File: src/sem_pkg.sv
// Shared types and constants for the RGB Sobel edge magnitude block.
// Depends on nothing; all other files but sem_checker take names from here.
`timescale 1ns / 1ps

package sem_pkg;

  localparam int unsigned MAX_WIDTH_DEF  = 1024;
  localparam int unsigned MAX_HEIGHT_DEF = 4096;

  localparam int unsigned CHAN_BITS       = 8;
  localparam int unsigned PIX_BITS        = 3 * CHAN_BITS;
  localparam int unsigned CFG_WIDTH_BITS  = 11;
  localparam int unsigned CFG_HEIGHT_BITS = 13;
  localparam int unsigned CFG_DATA_BITS   = 13;
  localparam int unsigned CFG_INDEX_BITS  = 1;
  localparam int unsigned RESET_WIDTH     = 640;
  localparam int unsigned RESET_HEIGHT    = 480;

  // Gradient, squared magnitude and root search widths
  localparam int unsigned GRAD_BITS  = 12;
  localparam int unsigned PWR_BITS   = 21;
  localparam int unsigned ROOT_STEPS = 8;
  localparam int unsigned STEP_BITS  = 3;
  localparam int unsigned MAG_CAP    = 255;
  localparam int unsigned PWR_CAP    = MAG_CAP * (MAG_CAP + 1);

  typedef enum logic [CFG_INDEX_BITS-1:0] {
    REG_FRAME_WIDTH  = 1'b0,
    REG_FRAME_HEIGHT = 1'b1
  } reg_idx_e;

  typedef enum logic [3:0] {
    ST_IDLE,
    ST_RD0,
    ST_RD1,
    ST_RD2,
    ST_CAP,
    ST_GRAD,
    ST_PWR,
    ST_ROOT,
    ST_DONE
  } state_e;

  // Controller to datapath
  typedef struct packed {
    logic                 accept;
    logic                 rd_en;
    logic [1:0]           rd_col;
    logic                 cap_en;
    logic [1:0]           cap_col;
    logic                 grad_en;
    logic                 pwr_en;
    logic                 root_en;
    logic [STEP_BITS-1:0] root_bit;
    logic                 emit;
  } cmd_t;

  // Datapath to controller
  typedef struct packed {
    logic lead_full;
    logic out_free;
  } sts_t;

endpackage

File: src/sem_ctrl.sv
// Sequencer for the Sobel block: steps each item through reads, capture, gradient,
// power, root search and output. Depends on sem_pkg for states, commands and status.
`timescale 1ns / 1ps

module sem_ctrl (
  input  logic          clk_i,
  input  logic          rst_ni,
  input  logic          in_valid_i,
  output logic          in_ready_o,
  input  sem_pkg::sts_t sts_i,
  output sem_pkg::cmd_t cmd_o
);

  sem_pkg::state_e state_q, state_d;
  logic [sem_pkg::STEP_BITS-1:0] step_q, step_d;

  // Hold state and root step counter
  always_ff @(posedge clk_i or negedge rst_ni) begin
    if (!rst_ni) begin
      state_q <= sem_pkg::ST_IDLE;
      step_q  <= '0;
    end else begin
      state_q <= state_d;
      step_q  <= step_d;
    end
  end

  // Next state
  always_comb begin
    state_d = state_q;
    step_d  = step_q;
    case (state_q)
      sem_pkg::ST_IDLE: begin
        if (in_valid_i && sts_i.lead_full) state_d = sem_pkg::ST_RD0;
      end
      sem_pkg::ST_RD0:  state_d = sem_pkg::ST_RD1;
      sem_pkg::ST_RD1:  state_d = sem_pkg::ST_RD2;
      sem_pkg::ST_RD2:  state_d = sem_pkg::ST_CAP;
      sem_pkg::ST_CAP:  state_d = sem_pkg::ST_GRAD;
      sem_pkg::ST_GRAD: state_d = sem_pkg::ST_PWR;
      sem_pkg::ST_PWR: begin
        state_d = sem_pkg::ST_ROOT;
        step_d  = sem_pkg::STEP_BITS'(sem_pkg::ROOT_STEPS - 1);
      end
      sem_pkg::ST_ROOT: begin
        if (step_q == '0) state_d = sem_pkg::ST_DONE;
        else step_d = step_q - 1'b1;
      end
      sem_pkg::ST_DONE: begin
        if (sts_i.out_free) state_d = sem_pkg::ST_IDLE;
      end
      default: state_d = sem_pkg::ST_IDLE;
    endcase
  end

  // Commands
  always_comb begin
    cmd_o      = '0;
    in_ready_o = 1'b0;
    case (state_q)
      sem_pkg::ST_IDLE: begin
        in_ready_o   = 1'b1;
        cmd_o.accept = in_valid_i;
      end
      sem_pkg::ST_RD0: begin
        cmd_o.rd_en  = 1'b1;
        cmd_o.rd_col = 2'd0;
      end
      sem_pkg::ST_RD1: begin
        cmd_o.rd_en   = 1'b1;
        cmd_o.rd_col  = 2'd1;
        cmd_o.cap_en  = 1'b1;
        cmd_o.cap_col = 2'd0;
      end
      sem_pkg::ST_RD2: begin
        cmd_o.rd_en   = 1'b1;
        cmd_o.rd_col  = 2'd2;
        cmd_o.cap_en  = 1'b1;
        cmd_o.cap_col = 2'd1;
      end
      sem_pkg::ST_CAP: begin
        cmd_o.cap_en  = 1'b1;
        cmd_o.cap_col = 2'd2;
      end
      sem_pkg::ST_GRAD: cmd_o.grad_en = 1'b1;
      sem_pkg::ST_PWR:  cmd_o.pwr_en  = 1'b1;
      sem_pkg::ST_ROOT: begin
        cmd_o.root_en  = 1'b1;
        cmd_o.root_bit = step_q;
      end
      sem_pkg::ST_DONE: cmd_o.emit = sts_i.out_free;
      default: cmd_o = '0;
    endcase
  end

endmodule

File: config.mk
export PLATFORM = sky130hd
export DESIGN_NAME = sem_ctrl
export DESIGN_NICKNAME = d
export VERILOG_FILES = /design/src/sem_pkg.sv /design/src/sem_ctrl.sv
export SDC_FILE = /design/constraint.sdc
export NUM_CORES = 1
export LEC_CHECK = 0
export ABC_AREA = 1
export ABC_CLOCK_PERIOD_IN_PS = 1800
export BUFFER_PORTS_ARGS = -buffer_cell sky130_fd_sc_hd__buf_2
export CAP_MARGIN = 40
export CORE_AREA = 2 2 39 41
export DETAILED_ROUTE_END_ITERATION = 12
export DIE_AREA = 0 0 41 43
export HOLD_SLACK_MARGIN = 0.05
export PLACE_DENSITY = 0.71
export SYNTH_ARGS = -nofsm -noshare
export SYNTH_HDL_FRONTEND = slang
export SYNTH_SLANG_ARGS = --single-unit
File: constraint.sdc
create_clock -name clk_i -period 1.8 [get_ports clk_i]
set_input_delay 0.36 -clock clk_i [delete_from_list [all_inputs] [get_ports clk_i]]
set_output_delay 0.36 -clock clk_i [all_outputs]
set_load 0.05 [all_outputs]
==> results of run 1 <==
worst max-delay path by stage:
stage	from	end
after floorplan	state_q[1]	cmd_o[13]
after global placement	state_q[3]	cmd_o[1]
after detailed placement	state_q[2]	cmd_o[1]
after CTS	state_q[2]	cmd_o[1]
after global routing	state_q[1]	cmd_o[1]
final	state_q[1]	cmd_o[1]
registers in the layout (all words and copies together), names as in the netlist:
name / count
state_q: 4
step_q: 3
final cells by class:
cell class | count | area, um^2 | area share
multi-input cells | 50 | 282 | 0.398
flip-flops and latches | 7 | 180 | 0.254
repair buffers | 22 | 133 | 0.187
inverters | 18 | 67.6 | 0.0954
clock buffers | 4 | 26.3 | 0.0371
well taps | 16 | 20.0 | 0.0283
worst register-to-register path: stages, from the launching register on:
cell	delay, ns
dfrtp_1	0.39
inv_1	0.08
ha_1	0.19
nand2_1	0.11
nand3_4	0.13
nand2_1	0.08
inv_1	0.04
nand2_1	0.05
inv_1	0.04
Yosys cell counts (2+ instances only):
library cell,count
nand3_1,6
ha_1,2
dfrtp_1,7
inv_2,3
nand2_2,2
nor3_1,2
nand2_1,23
inv_1,15
nor2_1,7
cell families after synthesis:
group / synth area share
fa+ha+maj: 0.0494
simple gates: 0.415
compound gates: 0.0395
buf+inv: 0.133
flops: 0.346
xor+xnor: 0.0173
repair_timing:
item                                    in CTS  in global routing
endpoints found under the setup margin       2                 12
hold buffers                                 1                  0
pin swaps                                    1                  1
gates resized for setup                      4                  7
endpoints found under the hold margin        7                  0
setup buffers                                0                  2
through the flow:
| step | util | area (um^2) | TNS [ns] | hold WS [ns] | worst slack (ns) |
|---|---|---|---|---|---|
| 4_1_cts | 0.491 | 679 | 0 | 0.456 | 0.0136 |
| 6_report | 0.512 | 708 | 0 | 0.460 | 0.0758 |
| 3_5_place_dp | 0.457 | 632 | 0 | 0.198 | 0.227 |
| 3_3_place_gp | 0.457 | 632 | 0 | 0.195 | 0.256 |
| 2_1_floorplan | - | 517 | 0 | 0.0644 | 0.0577 |
| 5_1_grt | 0.512 | 708 | -0.00194 | 0.473 | -0.00194 |
metal layers:
| layer | up-vias | track usage | part of all wire |
|---|---|---|---|
| met5 | - | 0 | 0 |
| met1 | 231 | 0.182 | 0.39 |
| met2 | 22 | 0.269 | 0.50 |
| met4 | 0 | 0.0600 | 0.0083 |
| li1 | 276 | - | - |
| met3 | 4 | 0.0942 | 0.099 |
==> flow_summary.json, run 1 <==
{
  "slew_headroom": 0.831,
  "ant_nets": 0,
  "postSynthAreaPerCell_um2": 6.76,
  "clk_pin_slew_ns": 0.05,
  "grt_pass1_wl_um": 1940,
  "route.detailed.drc": 0,
  "fin_cells": 117,
  "cts_tree": "built",
  "dieArea_um2": 1760,
  "final_max_slew_viol_count": 0,
  "hold_viol_final": 0,
  "cts.sinks": 7,
  "port_buffers": 19,
  "drive_above_1_share": 0.396,
  "gr-usage-all-layers": 0.170,
  "coreArea_um2": 1380,
  "synth_top_area_share": 0.346,
  "r2r_slack_ns": 0.58,
  "drv_cap": 0,
  "setup_viol": 0,
  "synth_ff_type": "dfrtp_1",
  "wirelength_um": 1210,
  "crit_path_cell_trace": "nand2_1 -> inv_2 -> nand2_2 -> inv_2 -> nand2_2 -> inv_1 -> buf_4",
  "viasPerCell": 4.56,
  "worst_pin_slew_ns": 0.255,
  "nFillCells": 151,
  "timing.rr.end": "state_q[3]",
  "fin_crit_sh": 0.958,
  "cts_root_buffer": "clkbuf_4",
  "synthArstFlopShare": 1.00,
  "drt-initial-drc-count": 10,
  "grt_max_degree": 9,
  "cts.htree.levels": 1,
  "nNetsFinal": 109,
  "synth_area_leader_cell": "dfrtp_1",
  "syn_to_final_growth_pct": 39.8,
  "worst_setup_path_end_kind": "output port",
  "antenna_found_initial": 0,
  "dp.cells": 110,
  "critPathKind": "reg -> out",
  "place_congestion": 0.778,
  "grt-ovfl-total": 0,
  "cp_slowest_cell": "dfrtp_2",
  "hold_class": "in -> async",
  "ys_ff_latch": 7,
  "critPathMaxFanout": 5,
  "hpwl_um": 948,
  "start_util": 0.366,
  "num_rows": 14,
  "grt_pass1_vias": 459,
  "crit_family": "buffers and inverters",
  "yosysWarnings": 0,
  "period_needed_ns": 1.72,
  "start_kind": "flip-flop",
  "die_w_um": 41,
  "ios": 20,
  "synthTopCellsByArea": "dfrtp_1, nand2_1, inv_1",
  "crit_required_ns": 1.44,
  "status": "finished clean",
  "synth_nets": 82,
  "ys_types": 17,
  "reg2reg_depth": 8,
  "r2r-start": "step_q[0]",
  "syn_inst": 75,
  "synth_edf_count": 0,
  "mostFrequentLayoutCells": "nand2_1, inv_1, buf_2, clkbuf_4",
  "drt-wirelength-per-cell_um": 10.3,
  "firstDrtPassIters": 4,
  "clk_latency_ns": 0.26,
  "via_count": 533,
  "crit_buf_inv": 4,
  "skew_ns": 0.00453,
  "netlist_area_um2": 507,
  "crit_arrival_ns": 1.36,
  "critPathMaxStageDelay_ns": 0.43,
  "antenna_cells": 0,
  "fp.dieH_um": 43,
  "cts_max_path_buffers": 2,
  "yosysSeqAreaShare": 0.346,
  "cp.depth": 7,
  "final_common_cell": "nand2_1",
  "timing.fmax_mhz": 580,
  "cts-buffers-inserted": 3
}
Power of run 1 is left out: the tool's default activity adds up to more than one toggle a clock period on the data nets, which glitch-free logic cannot reach.
==> run 2, diff against run 1 <==
Settings changed: ABC_CLOCK_PERIOD_IN_PS 1800 to 2250.
Clock period 1.8 ns to 2.25 ns, I/O delays scaled along.
==> run 2 against run 1 <==
Setup slack better by 0.30 ns; count of clock-buffer cells in the layout unchanged; core utilization is 3.6 points lower; worst hold slack improved by 0.061 ns; clock skew shrank 0.0036 ns; routed wire length shrank 15%; global-route usage shrank 2.3 points; non-clock buffer count is 2 lower; register-to-register slack improved by 0.46 ns; critical endpoint unchanged; highest routed layer is now met3.
==> flow_summary.json, run 2 (synthesized netlist as in run 1, its figures left out) <==
{
  "status": "finished clean",
  "grt_pass1_wl_um": 1750,
  "critPathMaxStageDelay_ns": 0.44,
  "antenna_found_initial": 0,
  "slew_headroom": 0.819,
  "drive_above_1_share": 0.313,
  "nNetsFinal": 107,
  "skew_ns": 0.000898,
  "largest_reg_flops": 4,
  "largest-register": "state_q",
  "crit_required_ns": 1.80,
  "hpwl_um": 861,
  "port_buffers": 19,
  "worst_setup_path_end_kind": "output port",
  "crit_top_cell": "nand2_2",
  "mostFrequentLayoutCells": "nand2_1, buf_2, inv_1, nor2_1, dfrtp_1",
  "ios": 20,
  "via_count": 520,
  "fin_setup_tns_ns": 0,
  "die_w_um": 41,
  "gr-usage-all-layers": 0.147,
  "top_regs": "state_q: 4 flops, step_q: 3 flops",
  "final_common_cell": "nand2_1",
  "postCtsHoldBufs": 1,
  "cts.htree.levels": 1,
  "fp.dieH_um": 43,
  "fin_crit_sh": 0.835,
  "critPathKind": "reg -> out",
  "antenna_cells": 0,
  "dp.cells": 110,
  "firstDrtPassIters": 3,
  "rsz0062_at_grt": "no",
  "clk_latency_ns": 0.24,
  "critPathMaxFanout": 5,
  "wirelength_um": 1020,
  "place_congestion": 0.774,
  "dieArea_um2": 1760,
  "crit_family": "flip-flops",
  "final_max_slew_viol_count": 0,
  "start_kind": "flip-flop",
  "drt-wirelength-per-cell_um": 8.90,
  "grt-ovfl-total": 0,
  "cts_root_buffer": "clkbuf_4",
  "holdWs_ns": 0.521,
  "cts_tree": "built",
  "cts.sinks": 7,
  "num_rows": 14,
  "crit_path_cell_trace": "nor2_4 -> nand2_2 -> inv_2 -> nand2_2 -> inv_1 -> buf_2",
  "route.detailed.drc": 0,
  "setup_viol": 0,
  "drv_cap": 0,
  "grt_pass1_vias": 470,
  "syn_to_final_growth_pct": 29.9,
  "hold_class": "reg -> reg",
  "start_util": 0.366,
  "cts-buffers-inserted": 3,
  "fin_cells": 115,
  "coreArea_um2": 1380,
  "timing.fmax_mhz": 532,
  "r2r-start": "step_q[0]",
  "period_needed_ns": 1.88,
  "clk_pin_slew_ns": 0.05,
  "drt-initial-drc-count": 5,
  "crit_buf_inv": 3,
  "crit_start": "state_q[3]",
  "crit_arrival_ns": 1.43,
  "hold_viol_final": 0,
  "min-delay-start": "step_q[1]",
  "cp_slowest_cell": "dfrtp_1",
  "cts_max_path_buffers": 2,
  "viasPerCell": 4.52,
  "grt_max_degree": 9,
  "ctsResizeCount": 0,
  "ant_nets": 0,
  "cts_setup_buffers": 0,
  "worst_pin_slew_ns": 0.272
}
-- run 2: cell types whose count changed in the layout (fill, tap and decap cells not counted) --
| cell | before | now |
|---|---|---|
| nor2_4 | 2 | 1 |
| buf_4 | 3 | 0 |
| nor3_1 | 0 | 2 |
| dfrtp_1 | 3 | 7 |
| nor2_1 | 6 | 7 |
| dfrtp_2 | 4 | 0 |
| clkbuf_4 | 7 | 3 |
| nor3_2 | 2 | 0 |
| buf_2 | 14 | 19 |
-- run 2: cell type report --
cell class / instances / area (um^2)
clock buffer: 4 / 26.3
multi-input combinational: 50 / 264
fill: 155 / 726
inverter: 18 / 67.6
tap: 16 / 20.0
sequential: 7 / 175
timing repair buffer: 20 / 105
-- run 2: worst paths after layout --
check / cells after the start / slack (ns) / endpoint
max: 6 / 0.37 / cmd_o[1]
min: 2 / 0.52 / step_q[1]
max reg2reg: 8 / 1.04 / state_q[3]
min reg2reg: 2 / 0.52 / step_q[1]
max in group asynchronous: 2 / 1.54 / state_q[2]
min in group asynchronous: 2 / 0.56 / step_q[1]
-- run 2: worst register-to-register path: cells and delay by family, from the launching register on --
family | cells | cell delay, ns
buf+inv | 3 | 0.16
flops | 1 | 0.39
fa+ha+maj | 1 | 0.19
simple gates | 4 | 0.35
-- run 2: routing by layer --
layer	share of wire	routed length (um)	vias up	track usage
met2	0.50	516	18	0.247
met4	0	0	0	0.0200
met1	0.41	417	229	0.158
met3	0.088	90	0	0.0785
li1	-	-	273	-
met5	0	0	-	0
-- run 2: stage by stage --
stage	worst slack (ns)	area, um^2	util
after floorplan	0.174	507	-
after global placement	0.620	622	0.449
after detailed placement	0.632	622	0.449
after CTS	0.351	658	0.476
after global routing	0.242	658	0.476
final	0.372	658	0.476
Power of run 2 is left out for the same reason.
==> run 3, diff against run 2 <==
Settings changed: ABC_AREA 1 to 0, ABC_CLOCK_PERIOD_IN_PS 2250 to 1900, PLACE_DENSITY 0.71 to 0.73.
Clock period 2.25 ns to 1.9 ns, I/O delays scaled along.
==> run 3 against run 2 <==
Synthesized cell count shrank 20%; via count shrank 2.9%; cell area grew 5.3%; count of clock-buffer cells in the layout is the same; non-clock buffer count grew 3; critical path depth shrank 3; register-to-register slack lost 0.54 ns; routed wire length grew 11%; final cell count shrank 14%; core utilization grew 2.5 points.
==> flow_summary.json, run 3 <==
{
  "status": "finished clean",
  "hpwl_um": 846,
  "ys_types": 25,
  "dieArea_um2": 1760,
  "synth.most_common_cell": "nor3_1",
  "ys_ff_latch": 7,
  "die_w_um": 41,
  "place_congestion": 0.800,
  "drt-initial-drc-count": 11,
  "wirelength_um": 1140,
  "cts-buffers-inserted": 3,
  "via_count": 505,
  "nNetsFinal": 91,
  "cts.sinks": 7,
  "cp_slowest_cell": "dfrtp_2",
  "worst_pin_slew_ns": 0.257,
  "synthTopCellsByArea": "dfrtp_1, nor3_1, buf_6",
  "num_rows": 14,
  "synthArstFlopShare": 1.00,
  "cts_root_buffer": "clkbuf_4",
  "grt-ovfl-total": 0,
  "top_regs": "state_q: 4 flops, step_q: 3 flops",
  "start_kind": "flip-flop",
  "ant_nets": 0,
  "final_max_slew_viol_count": 0,
  "grt_pass1_wl_um": 1730,
  "crit_buf_inv": 1,
  "viasPerCell": 5.10,
  "fin_crit_sh": 0.961,
  "synth_area_leader_cell": "dfrtp_1",
  "synth_edf_count": 0,
  "coreArea_um2": 1380,
  "syn_to_final_growth_pct": 30.4,
  "syn_inst": 60,
  "hold_viol_final": 0,
  "clk_latency_ns": 0.25,
  "critPathKind": "reg -> out",
  "netlist_area_um2": 532,
  "wl_met1_um": 501,
  "postSynthAreaPerCell_um2": 8.86,
  "utilization": 0.501,
  "crit_family": "flip-flops",
  "start_util": 0.384,
  "synth_nets": 67,
  "ios": 20,
  "antenna_cells": 0,
  "holdWs_ns": 0.341,
  "slew_headroom": 0.828,
  "met3_length_um": 96,
  "largest_reg_flops": 4,
  "final_common_cell": "buf_2",
  "gr-usage-all-layers": 0.148,
  "timing.fmax_mhz": 548,
  "synth_common_cells": "nor3_1, dfrtp_1, inv_1, nor2_1, nand2_1",
  "clk_pin_slew_ns": 0.05,
  "firstDrtPassIters": 4,
  "synth_top_area_share": 0.329,
  "critPathMaxFanout": 9,
  "fin_setup_tns_ns": 0,
  "port_buffers": 19,
  "rsz0062_at_grt": "no",
  "grt_pass1_vias": 429,
  "route.detailed.drc": 0,
  "drt-wirelength-per-cell_um": 11.5,
  "fp.dieH_um": 43,
  "synth_ff_type": "dfrtp_1",
  "fin_cells": 99,
  "cts_max_path_buffers": 2,
  "largest-register": "state_q",
  "cts_tree": "built",
  "antenna_found_initial": 0,
  "hold_class": "in -> reg",
  "crit_path_cell_trace": "and4b_2 -> and2_1 -> buf_2",
  "cts.htree.levels": 1,
  "grt_max_degree": 11,
  "drv_cap": 0,
  "period_needed_ns": 1.83,
  "top_layer": "met4",
  "worst_setup_path_end_kind": "output port",
  "dp.cells": 93,
  "skew_ns": 0.000863,
  "yosysWarnings": 0,
  "drive_above_1_share": 0.434,
  "route.met2.wl_um": 530,
  "mostFrequentLayoutCells": "buf_2, nor3_1, clkbuf_4, inv_1",
  "crit_arrival_ns": 1.45,
  "yosysSeqAreaShare": 0.329,
  "critPathMaxStageDelay_ns": 0.49,
  "setup_viol": 0,
  "crit_required_ns": 1.52
}
[run 3: kinds of logic (layout without fill, tap and decap cells)]
group           after synthesis  after routing  share of synthesized area
mux                           1              1                     0.0188
buf+inv                       9             32                      0.113
fa+ha+maj                     2              2                     0.0471
flops                         7              7                      0.329
compound gates               11             11                      0.132
simple gates                 30             30                      0.360
[run 3: worst reg2reg max path, delay by kind of cell (launching register included)]
family	cells	cell delay (ns)
buffers and inverters	1	0.13
AO/OA/AOI/OAI	2	0.33
adder cells (fa/ha/maj)	1	0.21
AND/OR/NAND/NOR	1	0.26
flip-flops	1	0.35
[run 3: metal layers]
metal | vias up | global-route usage
met4 | 0 | 0.0600
li1 | 253 | -
met1 | 227 | 0.182
met2 | 23 | 0.219
met3 | 2 | 0.0628
met5 | - | 0
[run 3: timing repair]
item | in CTS | in global routing
pin swaps | 0 | 1
setup buffers | 0 | 1
endpoints found under the hold margin | 7 | 0
hold buffers | 1 | 0
gates resized for setup | 2 | 9
endpoints found under the setup margin | 4 | 7
[run 3: path summary, 6_finish.rpt]
kind | from | to | slack (ns) | depth (start not counted)
max | state_q[1] | cmd_o[3] | 0.07 | 3
min | sts_i[0] | state_q[3] | 0.34 | 2
max reg2reg | step_q[0] | step_q[0] | 0.50 | 5
min reg2reg | step_q[1] | step_q[1] | 0.55 | 1
max in group asynchronous | rst_ni | state_q[2] | 1.23 | 2
min in group asynchronous | rst_ni | step_q[2] | 0.49 | 2
[run 3: area by class of cell]
cell class	count	area, um^2
multi-input combinational	44	309
tap	16	20.0
clock buffer	4	26.3
inverter	5	18.8
fill	129	691
sequential	7	179
timing repair buffer	23	140
[run 3: stage by stage]
step	setup WS, ns	area, um^2
floorplan	-0.247	543
global placement	0.252	628
detailed placement	0.248	628
CTS	0.0235	667
global route	0.0000292	693
finish	0.0736	693
Power of run 3 is left out for the same reason.
